**src/rtl/msfd_pkg.sv**
```systemverilog
// Shared types, codes and reset constants of the median smoothed fire detector.
// Used by the controller, the datapath and the top level. No dependencies.
`timescale 1ns / 1ps
package msfd_pkg;

  // Default geometry
  localparam int WINDOW_DEPTH_DEF = 30;
  localparam int MEDIAN_TAPS_DEF  = 5;

  // Field widths
  localparam int SAMPLE_W = 16;
  localparam int STUCK_W  = 20;
  localparam int CFG_W    = 20;
  localparam int CIDX_W   = 3;
  localparam int COUNT_W  = 7;

  localparam logic [STUCK_W-1:0] STUCK_MAX = '1;

  // Configuration register indexes
  localparam logic [CIDX_W-1:0] REG_RISE_THR   = 3'd0;
  localparam logic [CIDX_W-1:0] REG_FIXED_LVL  = 3'd1;
  localparam logic [CIDX_W-1:0] REG_FIXED_NEED = 3'd2;
  localparam logic [CIDX_W-1:0] REG_VALID_HI   = 3'd3;
  localparam logic [CIDX_W-1:0] REG_VALID_LO   = 3'd4;
  localparam logic [CIDX_W-1:0] REG_BAD_LIM    = 3'd5;
  localparam logic [CIDX_W-1:0] REG_STUCK_LIM  = 3'd6;

  // Register reset values
  localparam logic [15:0]        RISE_THR_RST   = 16'd8;
  localparam logic [15:0]        FIXED_LVL_RST  = 16'd58;
  localparam logic [COUNT_W-1:0] FIXED_NEED_RST = 7'd27;
  localparam logic [15:0]        VALID_HI_RST   = 16'd100;
  localparam logic [15:0]        VALID_LO_RST   = 16'hFFE9;  // -23
  localparam logic [COUNT_W-1:0] BAD_LIM_RST    = 7'd2;
  localparam logic [STUCK_W-1:0] STUCK_LIM_RST  = 20'd3000;

  typedef enum logic [2:0] {
    CAUSE_NONE  = 3'd0,
    CAUSE_BAD   = 3'd1,
    CAUSE_STUCK = 3'd2,
    CAUSE_RISE  = 3'd3,
    CAUSE_FIXED = 3'd4
  } cause_t;

  typedef enum logic [2:0] {
    ST_IDLE,
    ST_PUSH_RAW,
    ST_SCAN_RAW,
    ST_SORT,
    ST_PUSH_SM,
    ST_SCAN_SM,
    ST_DECIDE,
    ST_DONE
  } state_t;

  // Controller to datapath
  typedef struct packed {
    logic accept;
    logic push_raw;
    logic scan_raw;
    logic sort_step;
    logic push_sm;
    logic scan_sm;
    logic decide;
    logic load_out;
  } cmd_t;

  // Datapath to controller
  typedef struct packed {
    logic alarm;
    logic med_ok;
    logic scan_done;
    logic sort_done;
    logic out_free;
  } sts_t;

endpackage

```
**src/rtl/msfd_ram.sv**
```systemverilog
// Generic single write port RAM with one registered read port.
// Holds the raw and smoothed sample windows. No dependencies.
`timescale 1ns / 1ps
module msfd_ram #(
  parameter int WIDTH = 16,
  parameter int DEPTH = 30
) (
  input  logic                             clk,
  input  logic                             we,
  input  logic [$clog2(DEPTH)-1:0]         waddr,
  input  logic [WIDTH-1:0]                 wdata,
  input  logic [$clog2(DEPTH)-1:0]         raddr,
  output logic [WIDTH-1:0]                 rdata
);

  logic [WIDTH-1:0] mem [DEPTH];

  always_ff @(posedge clk) begin
    if (we) begin
      mem[waddr] <= wdata;
    end
    rdata <= mem[raddr];
  end

endmodule

```
**src/rtl/msfd_ctrl.sv**
```systemverilog
// Sequencer of the fire detector: walks push, scan, sort and decide steps.
// Depends on msfd_pkg for state, command and status types.
`timescale 1ns / 1ps
module msfd_ctrl (
  input  logic          clk,
  input  logic          rst_n,
  input  logic          in_valid,
  output logic          in_ready,
  input  msfd_pkg::sts_t sts,
  output msfd_pkg::cmd_t cmd
);
  import msfd_pkg::*;

  state_t state_r, state_nxt;

  // State register
  always_ff @(posedge clk) begin
    if (!rst_n) begin
      state_r <= ST_IDLE;
    end else begin
      state_r <= state_nxt;
    end
  end

  // Next state and commands
  always_comb begin
    state_nxt = state_r;
    cmd       = '0;
    in_ready  = 1'b0;
    unique case (state_r)
      ST_IDLE: begin
        in_ready = 1'b1;
        if (in_valid) begin
          cmd.accept = 1'b1;
          state_nxt  = sts.alarm ? ST_DONE : ST_PUSH_RAW;
        end
      end
      ST_PUSH_RAW: begin
        cmd.push_raw = 1'b1;
        state_nxt    = ST_SCAN_RAW;
      end
      ST_SCAN_RAW: begin
        cmd.scan_raw = 1'b1;
        if (sts.scan_done) begin
          state_nxt = sts.med_ok ? ST_SORT : ST_DECIDE;
        end
      end
      ST_SORT: begin
        if (sts.sort_done) begin
          state_nxt = ST_PUSH_SM;
        end else begin
          cmd.sort_step = 1'b1;
        end
      end
      ST_PUSH_SM: begin
        cmd.push_sm = 1'b1;
        state_nxt   = ST_SCAN_SM;
      end
      ST_SCAN_SM: begin
        cmd.scan_sm = 1'b1;
        if (sts.scan_done) begin
          state_nxt = ST_DECIDE;
        end
      end
      ST_DECIDE: begin
        cmd.decide = 1'b1;
        state_nxt  = ST_DONE;
      end
      ST_DONE: begin
        if (sts.out_free) begin
          cmd.load_out = 1'b1;
          state_nxt    = ST_IDLE;
        end
      end
      default: state_nxt = ST_IDLE;
    endcase
  end

endmodule

```
**src/rtl/msfd_dp.sv**
```systemverilog
// Datapath of the fire detector: config registers, window RAMs, scan unit,
// median sorter, alarm latch and output register. Depends on msfd_pkg, msfd_ram.
`timescale 1ns / 1ps
module msfd_dp #(
  parameter int WINDOW_DEPTH = msfd_pkg::WINDOW_DEPTH_DEF,
  parameter int MEDIAN_TAPS  = msfd_pkg::MEDIAN_TAPS_DEF
) (
  input  logic                                clk,
  input  logic                                rst_n,
  input  msfd_pkg::cmd_t                      cmd,
  output msfd_pkg::sts_t                      sts,
  input  logic signed [msfd_pkg::SAMPLE_W-1:0] in_sample,
  input  logic                                cfg_we,
  input  logic [msfd_pkg::CIDX_W-1:0]         cfg_index,
  input  logic [msfd_pkg::CFG_W-1:0]          cfg_data,
  output logic                                out_valid,
  input  logic                                out_ready,
  output logic                                out_alarm,
  output logic [2:0]                          out_cause,
  output logic                                out_smoothed_valid,
  output logic signed [msfd_pkg::SAMPLE_W-1:0] out_smoothed_value
);
  import msfd_pkg::*;

  localparam int AW  = $clog2(WINDOW_DEPTH);
  localparam int FW  = $clog2(WINDOW_DEPTH + 1);
  localparam int BW  = $clog2(2 * WINDOW_DEPTH + 1);
  localparam int SW  = $clog2(MEDIAN_TAPS + 1);
  localparam int MID = (MEDIAN_TAPS - 1) / 2;
  localparam logic [AW-1:0] LAST_PTR = AW'(WINDOW_DEPTH - 1);
  localparam logic [FW-1:0] FULL     = FW'(WINDOW_DEPTH);
  localparam logic [SW-1:0] PASSES   = SW'(MEDIAN_TAPS);

  function automatic logic [AW-1:0] inc_ptr(input logic [AW-1:0] p);
    return (p == LAST_PTR) ? '0 : p + 1'b1;
  endfunction

  // ---------------- configuration registers
  logic [15:0]               rise_thr_r;
  logic signed [15:0]        fixed_lvl_r;
  logic [COUNT_W-1:0]        fixed_need_r;
  logic signed [15:0]        valid_hi_r;
  logic signed [15:0]        valid_lo_r;
  logic [COUNT_W-1:0]        bad_lim_r;
  logic [STUCK_W-1:0]        stuck_lim_r;

  always_ff @(posedge clk) begin
    if (!rst_n) begin
      rise_thr_r   <= RISE_THR_RST;
      fixed_lvl_r  <= FIXED_LVL_RST;
      fixed_need_r <= FIXED_NEED_RST;
      valid_hi_r   <= VALID_HI_RST;
      valid_lo_r   <= VALID_LO_RST;
      bad_lim_r    <= BAD_LIM_RST;
      stuck_lim_r  <= STUCK_LIM_RST;
    end else if (cfg_we) begin
      unique case (cfg_index)
        REG_RISE_THR:   rise_thr_r   <= cfg_data[15:0];
        REG_FIXED_LVL:  fixed_lvl_r  <= cfg_data[15:0];
        REG_FIXED_NEED: fixed_need_r <= cfg_data[COUNT_W-1:0];
        REG_VALID_HI:   valid_hi_r   <= cfg_data[15:0];
        REG_VALID_LO:   valid_lo_r   <= cfg_data[15:0];
        REG_BAD_LIM:    bad_lim_r    <= cfg_data[COUNT_W-1:0];
        REG_STUCK_LIM:  stuck_lim_r  <= cfg_data[STUCK_W-1:0];
        default: ;
      endcase
    end
  end

  // ---------------- window pointers (circular buffers)
  logic signed [SAMPLE_W-1:0] sample_r;
  logic [AW-1:0] raw_head_r, raw_wr_r, sm_head_r, sm_wr_r;
  logic [FW-1:0] raw_fill_r, sm_fill_r;
  logic [AW-1:0] raw_head_nxt, sm_head_nxt;

  assign raw_head_nxt = (raw_fill_r == FULL) ? inc_ptr(raw_head_r) : raw_head_r;
  assign sm_head_nxt  = (sm_fill_r == FULL) ? inc_ptr(sm_head_r) : sm_head_r;

  logic signed [SAMPLE_W-1:0] med_r [MEDIAN_TAPS];
  logic signed [SAMPLE_W-1:0] med_val;
  assign med_val = med_r[MID];

  always_ff @(posedge clk) begin
    if (!rst_n) begin
      raw_head_r <= '0;
      raw_wr_r   <= '0;
      raw_fill_r <= '0;
      sm_head_r  <= '0;
      sm_wr_r    <= '0;
      sm_fill_r  <= '0;
    end else begin
      if (cmd.push_raw) begin
        raw_wr_r   <= inc_ptr(raw_wr_r);
        raw_head_r <= raw_head_nxt;
        if (raw_fill_r != FULL) raw_fill_r <= raw_fill_r + 1'b1;
      end
      if (cmd.push_sm) begin
        sm_wr_r   <= inc_ptr(sm_wr_r);
        sm_head_r <= sm_head_nxt;
        if (sm_fill_r != FULL) sm_fill_r <= sm_fill_r + 1'b1;
      end
    end
  end

  always_ff @(posedge clk) begin
    if (cmd.accept) sample_r <= in_sample;
  end

  // ---------------- window memories
  logic [AW-1:0]          scan_ptr_r;
  logic [SAMPLE_W-1:0]    raw_q, sm_q;

  msfd_ram #(.WIDTH(SAMPLE_W), .DEPTH(WINDOW_DEPTH)) u_raw_ram (
    .clk   (clk),
    .we    (cmd.push_raw),
    .waddr (raw_wr_r),
    .wdata (sample_r),
    .raddr (scan_ptr_r),
    .rdata (raw_q)
  );

  msfd_ram #(.WIDTH(SAMPLE_W), .DEPTH(WINDOW_DEPTH)) u_sm_ram (
    .clk   (clk),
    .we    (cmd.push_sm),
    .waddr (sm_wr_r),
    .wdata (med_val),
    .raddr (scan_ptr_r),
    .rdata (sm_q)
  );

  // ---------------- scan unit: issue reads oldest to newest, process them in the next cycle
  logic [FW-1:0] scan_idx_r, proc_idx_r, fill_sel;
  logic          proc_v_r, issue;
  logic signed [SAMPLE_W-1:0] rd_data, prev_r, oldest_r, newest_r;
  logic [BW-1:0]      bad_cnt_r;
  logic [FW-1:0]      high_cnt_r;
  logic [STUCK_W-1:0] stuck_run_r;
  logic               scanning;

  assign scanning = cmd.scan_raw | cmd.scan_sm;
  assign fill_sel = cmd.scan_sm ? sm_fill_r : raw_fill_r;
  assign issue    = scanning && (scan_idx_r < fill_sel);
  assign rd_data  = cmd.scan_sm ? sm_q : raw_q;

  always_ff @(posedge clk) begin
    if (!rst_n) begin
      proc_v_r    <= 1'b0;
      stuck_run_r <= '0;
    end else begin
      proc_v_r <= issue;
      // stuck-pair run, only while the raw window is full
      if (cmd.scan_raw && proc_v_r && raw_fill_r == FULL && proc_idx_r[0]) begin
        if (rd_data == prev_r) begin
          if (stuck_run_r != STUCK_MAX) stuck_run_r <= stuck_run_r + 1'b1;
        end else begin
          stuck_run_r <= '0;
        end
      end
    end
  end

  always_ff @(posedge clk) begin
    // scan start on each push
    if (cmd.push_raw || cmd.push_sm) begin
      scan_idx_r <= '0;
      scan_ptr_r <= cmd.push_raw ? raw_head_nxt : sm_head_nxt;
    end else if (issue) begin
      scan_idx_r <= scan_idx_r + 1'b1;
      scan_ptr_r <= inc_ptr(scan_ptr_r);
    end
    if (issue) proc_idx_r <= scan_idx_r;

    if (cmd.push_raw) bad_cnt_r <= '0;
    else if (cmd.scan_raw && proc_v_r)
      bad_cnt_r <= bad_cnt_r + BW'(rd_data > valid_hi_r) + BW'(rd_data < valid_lo_r);

    if (cmd.push_sm) high_cnt_r <= '0;
    else if (cmd.scan_sm && proc_v_r)
      high_cnt_r <= high_cnt_r + FW'(rd_data >= fixed_lvl_r);

    if (proc_v_r) prev_r <= rd_data;
    if (cmd.scan_sm && proc_v_r) begin
      newest_r <= rd_data;
      if (proc_idx_r == '0) oldest_r <= rd_data;
    end
  end

  // ---------------- median taps and odd-even transposition sort
  logic [SW-1:0] sort_cnt_r;
  logic signed [SAMPLE_W-1:0] med_nxt [MEDIAN_TAPS];

  always_comb begin
    for (int k = 0; k < MEDIAN_TAPS; k++) med_nxt[k] = med_r[k];
    if (cmd.scan_raw && proc_v_r) begin
      for (int k = 0; k < MEDIAN_TAPS - 1; k++) med_nxt[k] = med_r[k + 1];
      med_nxt[MEDIAN_TAPS - 1] = rd_data;
    end else if (cmd.sort_step) begin
      for (int k = 0; k < MEDIAN_TAPS - 1; k++) begin
        if (k[0] == sort_cnt_r[0] && med_r[k] > med_r[k + 1]) begin
          med_nxt[k]     = med_r[k + 1];
          med_nxt[k + 1] = med_r[k];
        end
      end
    end
  end

  always_ff @(posedge clk) begin
    for (int k = 0; k < MEDIAN_TAPS; k++) med_r[k] <= med_nxt[k];
    if (cmd.push_raw) sort_cnt_r <= '0;
    else if (cmd.sort_step) sort_cnt_r <= sort_cnt_r + 1'b1;
  end

  // ---------------- alarm evaluation
  logic                alarm_r;
  cause_t              cause_r;
  logic                sv_r;
  logic signed [15:0]  smv_r;
  logic signed [16:0]  rise;
  logic                sm_full, bad_hit, stuck_hit, rise_hit, high_hit;

  assign sm_full   = (sm_fill_r == FULL);
  assign rise      = {newest_r[15], newest_r} - {oldest_r[15], oldest_r};
  assign bad_hit   = 32'(bad_cnt_r) > 32'(bad_lim_r);
  assign stuck_hit = stuck_run_r > stuck_lim_r;
  assign rise_hit  = sm_full && ($signed({rise[16], rise}) >= $signed({2'b00, rise_thr_r}));
  assign high_hit  = sm_full && (32'(high_cnt_r) >= 32'(fixed_need_r));

  always_ff @(posedge clk) begin
    if (!rst_n) begin
      alarm_r <= 1'b0;
      cause_r <= CAUSE_NONE;
    end else if (cmd.decide && !alarm_r) begin
      if (bad_hit || stuck_hit || rise_hit || high_hit) alarm_r <= 1'b1;
      if (bad_hit)        cause_r <= CAUSE_BAD;
      else if (stuck_hit) cause_r <= CAUSE_STUCK;
      else if (rise_hit)  cause_r <= CAUSE_RISE;
      else if (high_hit)  cause_r <= CAUSE_FIXED;
    end
  end

  always_ff @(posedge clk) begin
    if (cmd.accept) begin
      sv_r  <= 1'b0;
      smv_r <= '0;
    end else if (cmd.push_sm) begin
      sv_r  <= 1'b1;
      smv_r <= med_val;
    end
  end

  // ---------------- output register
  logic out_valid_r;

  always_ff @(posedge clk) begin
    if (!rst_n) begin
      out_valid_r <= 1'b0;
    end else if (cmd.load_out) begin
      out_valid_r <= 1'b1;
    end else if (out_ready) begin
      out_valid_r <= 1'b0;
    end
  end

  always_ff @(posedge clk) begin
    if (cmd.load_out) begin
      out_alarm          <= alarm_r;
      out_cause          <= cause_r;
      out_smoothed_valid <= sv_r;
      out_smoothed_value <= smv_r;
    end
  end

  assign out_valid = out_valid_r;

  // ---------------- status
  always_comb begin
    sts           = '0;
    sts.alarm     = alarm_r;
    sts.med_ok    = 32'(raw_fill_r) >= 32'(MEDIAN_TAPS);
    sts.scan_done = (scan_idx_r == fill_sel) && !proc_v_r;
    sts.sort_done = (sort_cnt_r == PASSES);
    sts.out_free  = !out_valid_r || out_ready;
  end

  // ---------------- checks
  a_raw_fill: assert property (@(posedge clk) disable iff (!rst_n)
    raw_fill_r <= FULL) else $error("raw fill beyond window depth");
  a_sm_lag: assert property (@(posedge clk) disable iff (!rst_n)
    sm_fill_r <= raw_fill_r) else $error("smoothed fill ahead of raw fill");
  a_alarm_hold: assert property (@(posedge clk) disable iff (!rst_n)
    alarm_r |=> alarm_r) else $error("alarm latch dropped");
  a_cause: assert property (@(posedge clk) disable iff (!rst_n)
    alarm_r == (cause_r != CAUSE_NONE)) else $error("cause disagrees with alarm");
  a_no_scan_frozen: assert property (@(posedge clk) disable iff (!rst_n)
    $past(alarm_r) && alarm_r |-> !cmd.push_raw && !cmd.push_sm)
    else $error("window written after alarm");

endmodule

```
**src/rtl/median_smoothed_fire_detector_unit.sv**
```systemverilog
// Top level of the median smoothed fire detector: controller plus datapath.
// Depends on msfd_pkg, msfd_ctrl, msfd_dp (and msfd_ram below it).
//
//  Channel | Ports                                   | Transfer when
//  --------+-----------------------------------------+---------------------
//  in      | in_valid, in_ready, in_sample           | in_valid & in_ready
//  out     | out_valid, out_ready, out_alarm, ...    | out_valid & out_ready
//  cfg     | cfg_we, cfg_index, cfg_data             | cfg_we
//
// One sample at a time. With no alarm latched and both windows full, one RAM read port
// per window walks every stored entry, and the median sort takes one pass per tap.
// Once the alarm is latched a sample skips the window, scan and decide steps and
// goes straight to the output step. No clearing pass after reset.
// The output register frees the input side: the next sample is taken while a
// result still waits; the sequencer stalls only when it has a new result ready.
`timescale 1ns / 1ps
module median_smoothed_fire_detector_unit #(
  parameter int WINDOW_DEPTH = msfd_pkg::WINDOW_DEPTH_DEF,
  parameter int MEDIAN_TAPS  = msfd_pkg::MEDIAN_TAPS_DEF
) (
  input  logic                                 clk,
  input  logic                                 rst_n,
  input  logic                                 in_valid,
  output logic                                 in_ready,
  input  logic signed [msfd_pkg::SAMPLE_W-1:0] in_sample,
  output logic                                 out_valid,
  input  logic                                 out_ready,
  output logic                                 out_alarm,
  output logic [2:0]                           out_cause,
  output logic                                 out_smoothed_valid,
  output logic signed [msfd_pkg::SAMPLE_W-1:0] out_smoothed_value,
  input  logic                                 cfg_we,
  input  logic [msfd_pkg::CIDX_W-1:0]          cfg_index,
  input  logic [msfd_pkg::CFG_W-1:0]           cfg_data
);
  import msfd_pkg::*;

  cmd_t cmd;
  sts_t sts;

  msfd_ctrl u_ctrl (
    .clk      (clk),
    .rst_n    (rst_n),
    .in_valid (in_valid),
    .in_ready (in_ready),
    .sts      (sts),
    .cmd      (cmd)
  );

  msfd_dp #(
    .WINDOW_DEPTH (WINDOW_DEPTH),
    .MEDIAN_TAPS  (MEDIAN_TAPS)
  ) u_dp (
    .clk                (clk),
    .rst_n              (rst_n),
    .cmd                (cmd),
    .sts                (sts),
    .in_sample          (in_sample),
    .cfg_we             (cfg_we),
    .cfg_index          (cfg_index),
    .cfg_data           (cfg_data),
    .out_valid          (out_valid),
    .out_ready          (out_ready),
    .out_alarm          (out_alarm),
    .out_cause          (out_cause),
    .out_smoothed_valid (out_smoothed_valid),
    .out_smoothed_value (out_smoothed_value)
  );

endmodule
```
**config.mk**
```make
export PLATFORM = sky130hd
export DESIGN_NAME = median_smoothed_fire_detector_unit
export DESIGN_NICKNAME = d
export VERILOG_FILES = /design/src/rtl/msfd_pkg.sv /design/src/rtl/msfd_ram.sv /design/src/rtl/msfd_ctrl.sv /design/src/rtl/msfd_dp.sv /design/src/rtl/median_smoothed_fire_detector_unit.sv
export SDC_FILE = /design/constraint.sdc
export NUM_CORES = 2
export LEC_CHECK = 0
export BUFFER_PORTS_ARGS = -buffer_cell sky130_fd_sc_hd__buf_2
export CAP_MARGIN = 20
export CORE_ASPECT_RATIO = 1.1
export CORE_MARGIN = 2
export CORE_UTILIZATION = 53
export DETAILED_ROUTE_END_ITERATION = 8
export PLACE_DENSITY = 0.8
export SLEW_MARGIN = 0
export SYNTH_ARGS = -nofsm -noshare
export SYNTH_HDL_FRONTEND = slang
export SYNTH_SLANG_ARGS = --single-unit
```
**constraint.sdc**
```tcl
create_clock -name clk -period 5.69 [get_ports clk]
set_clock_uncertainty 0.1 [all_clocks]
set_input_delay 1.138 -clock clk [delete_from_list [all_inputs] [get_ports clk]]
set_output_delay 1.138 -clock clk [all_outputs]
set_load 0.03 [all_outputs]
```
==> impl_metrics.tcl <==
set metrics [dict create \
    status "finished clean" \
    power.total_uw 28490 \
    die_h_um 348.4 \
    setup_viol 0 \
    cts-hold-fix-buffers 0 \
    synth_warnings 0 \
    tightestPinTransition_ns 1.318 \
    setup_ws_ns 1.353 \
    grt_first_pass_wirelength_um 210000 \
    start_util_pct 53.38 \
    fin_cells 5263 \
    ios 67 \
    dp_slack_ns 1.416 \
    syn_inst 3583 \
    clk_latency_ns 0.77 \
    final_cell_mix "1,135 x edfxtp_1, 330 x nand2_1, 288 x mux4_2" \
    max_freq_ghz 0.2306 \
    drc 0 \
    hold_class "flop to flop" \
    num_rows 126 \
    first_pass_iters 6 \
    h-tree-depth 4 \
    dr_total_vias 33314 \
    regToRegStartpoint "u_ctrl.state_r[2]" \
    p_leak_uw 0.02200 \
    yosysTopAreaCellShare_pct 59.65 \
    antenna_left 0 \
    cts-buffers-inserted 130 \
    rr_endpoint "u_dp.bad_cnt_r[4]" \
    cp.arrival_ns 4.89 \
    utilization_pct 60.08 \
    cts_tree "built" \
    grt.total_usage_pct 25.81 \
    clk_pin_slew_worst_paths_ns 0.07 \
    drt_iter0_drc 4154 \
    antenna_found_initial 13 \
    tns_ns 0 \
    fin_nets 4002 \
    syn_nets 3838 \
    power.density_nw_per_um2 443.0 \
    drive_gt1_share_pct 20.70 \
    final_common_cell "edfxtp_1" \
    coreArea_sq_um 107000 \
    relSlewSlack_pct 11.33 \
    ir_drop_uv 558.1 \
    startpoint_type "flop" \
    cts_setup_buffers 0 \
    cts_resized 0 \
    gp_congestion 0.9070 \
    grt_overflow 0 \
    rsz0062_at_grt "false" \
    cts-root-buf "clkbuf_16" \
    crit_fanout 18 \
    post-route-min-period_ns 4.337 \
    synth_ff_type "edfxtp_1" \
    die_w_um 317.1 \
    worstRegToRegCells 15 \
    dp_hpwl_um 86140 \
    io_buffers 66 \
    slew_violations 0 \
    nFillCells 7386 \
    critPathCapture "u_dp.bad_cnt_r[4]" \
    hold_violations 0 \
    syn_to_final_growth_pct 12.55 \
    grt_pass1_vias 33384 \
    synth_edf_count 1135 \
    startpoint "u_ctrl.state_r[2]" \
    synth.avg_cell_area_sq_um 15.95 \
    wl_per_cell_um 27.54 \
    critPathCaptureType "flop" \
    synth.ff_latch_count 1360 \
    place_inst 5015 \
    yosysTopAreaCell "edfxtp_1" \
    vias_per_cell 6.330 \
    synth_area_leaders "edfxtp_1 60%, mux4_2 11%, dfxtp_1 7.9%, ha_1 4.6%, nand2_1 2.2%" \
    die_area_sq_um 110400 \
    regToRegSetupSlack_ns 1.35 \
    max_cap_viol_count 0 \
    routed_wl_um 145000 \
    clock_path_buffers 3 \
    yosysSeqAreaShare_pct 67.54 \
    async_reset_ff_share_pct 0 \
    layout_worst_path_cycle_share_pct 76.22 \
    critPathRequiredTime_ns 6.24 \
    clock-sinks 1360 \
    synth_cell_types 73 \
    worstSetupPathType "flop to flop" \
    netlist_area_sq_um 57140 \
    grt_max_degree 161 \
]
==> cell families after synthesis <==
group           Yosys count  synth area share (%)
flops                  1360                 67.54
simple gates            739                 5.904
compound gates          457                 5.317
mux                     380                 13.15
buf+inv                 375                 2.512
fa+ha+maj               211                 4.647
xor+xnor                 61                0.9351
==> Yosys cell counts, types with 16 or more instances <==
cell,n
clkbuf_1,111
nand2_1,330
inv_1,225
o21ai_0,47
nand2b_1,16
nor2_1,161
edfxtp_1,1135
nand3_1,51
mux4_2,288
o21a_1,19
mux2_2,79
nand4_1,55
buf_1,32
xnor2_1,27
nor2b_1,24
a21o_1,35
xor2_1,34
a22o_1,33
a21oi_1,160
o211ai_1,35
dfxtp_1,225
o31ai_1,21
nor3_1,23
ha_1,209
==> worst max-delay path, stage by stage, from the launching register on <==
cell and delay [ns]:
dfxtp_1 0.61, nand2_1 0.46, a21boi_0 0.81, ha_1 0.26, nor2b_1 0.04, o21a_1 0.16
o21a_1 0.16, o21a_1 0.16, o21a_1 0.16, o21ai_0 0.14, a31oi_1 0.17, fa_1 0.45
ha_1 0.21, nand4_1 0.11, xor2_1 0.15, nor2_1 0.05
==> metrics by stage <==
stage	hold WS [ns]	area [sq um]
floorplan	0.3081	57140
global placement	0.3134	59490
detailed placement	0.3168	59820
CTS	0.3306	64150
global route	0.3372	64300
finish	0.3306	64310
==> sequential cells by signal, summed over array words and instances, names as in the netlist, 6 cells and up <==
| name | flops |
|---|---|
| u_dp.u_raw_ram.mem | 480 |
| u_dp.u_sm_ram.mem | 480 |
| u_dp.med_r | 80 |
| u_dp.stuck_lim_r | 20 |
| u_dp.stuck_run_r | 20 |
| u_dp.fixed_lvl_r | 16 |
| u_dp.newest_r | 16 |
| u_dp.oldest_r | 16 |
| u_dp.out_smoothed_value | 16 |
| u_dp.prev_r | 16 |
| u_dp.rise_thr_r | 16 |
| u_dp.sample_r | 16 |
| u_dp.smv_r | 16 |
| u_dp.u_raw_ram.rdata | 16 |
| u_dp.u_sm_ram.rdata | 16 |
| u_dp.valid_hi_r | 16 |
| u_dp.valid_lo_r | 16 |
| u_dp.bad_lim_r | 7 |
| u_dp.fixed_need_r | 7 |
| u_dp.bad_cnt_r | 6 |
==> per-layer routing <==
| metal | up-vias | share of wire [%] | global-route usage (%) |
|---|---|---|---|
| met2 | 1896 | 51 | 43.36 |
| met4 | 4 | 4.0 | 10.81 |
| met1 | 16876 | 37 | 32.99 |
| met3 | 349 | 8.3 | 4.795 |
| met5 | - | 0.017 | 0 |
| li1 | 14189 | - | - |
==> power breakdown <==
group	leakage, uW	switching (uW)	internal (uW)
registers	0.0121	675	11700
clock network	0.00208	3900	4870
logic	0.00785	4030	3350
==> area by class of cell <==
type	count	area [sq um]	share of cell area [%]
inverters	225	845.8	1.315
clock inverters	61	795.8	1.237
diodes	5	12.51	0.01946
clock buffers	174	3531	5.490
multi-input cells	1848	17230	26.79
flip-flops and latches	1360	38590	60.00
repair buffers	182	1549	2.409
well taps	1408	1762	2.739
==> how the worst min path moves through the flow <==
stage,start,to,cells after the start
final,u_dp.smv_r[3],u_dp.out_smoothed_value[3],0
after global routing,u_dp.smv_r[3],u_dp.out_smoothed_value[3],0
after CTS,u_dp.smv_r[3],u_dp.out_smoothed_value[3],0
after detailed placement,u_dp.smv_r[3],u_dp.out_smoothed_value[3],0
after global placement,u_dp.smv_r[12],u_dp.out_smoothed_value[12],0
after floorplan,u_dp.smv_r[0],u_dp.out_smoothed_value[0],0
Power figures use the tool's default switching activity.
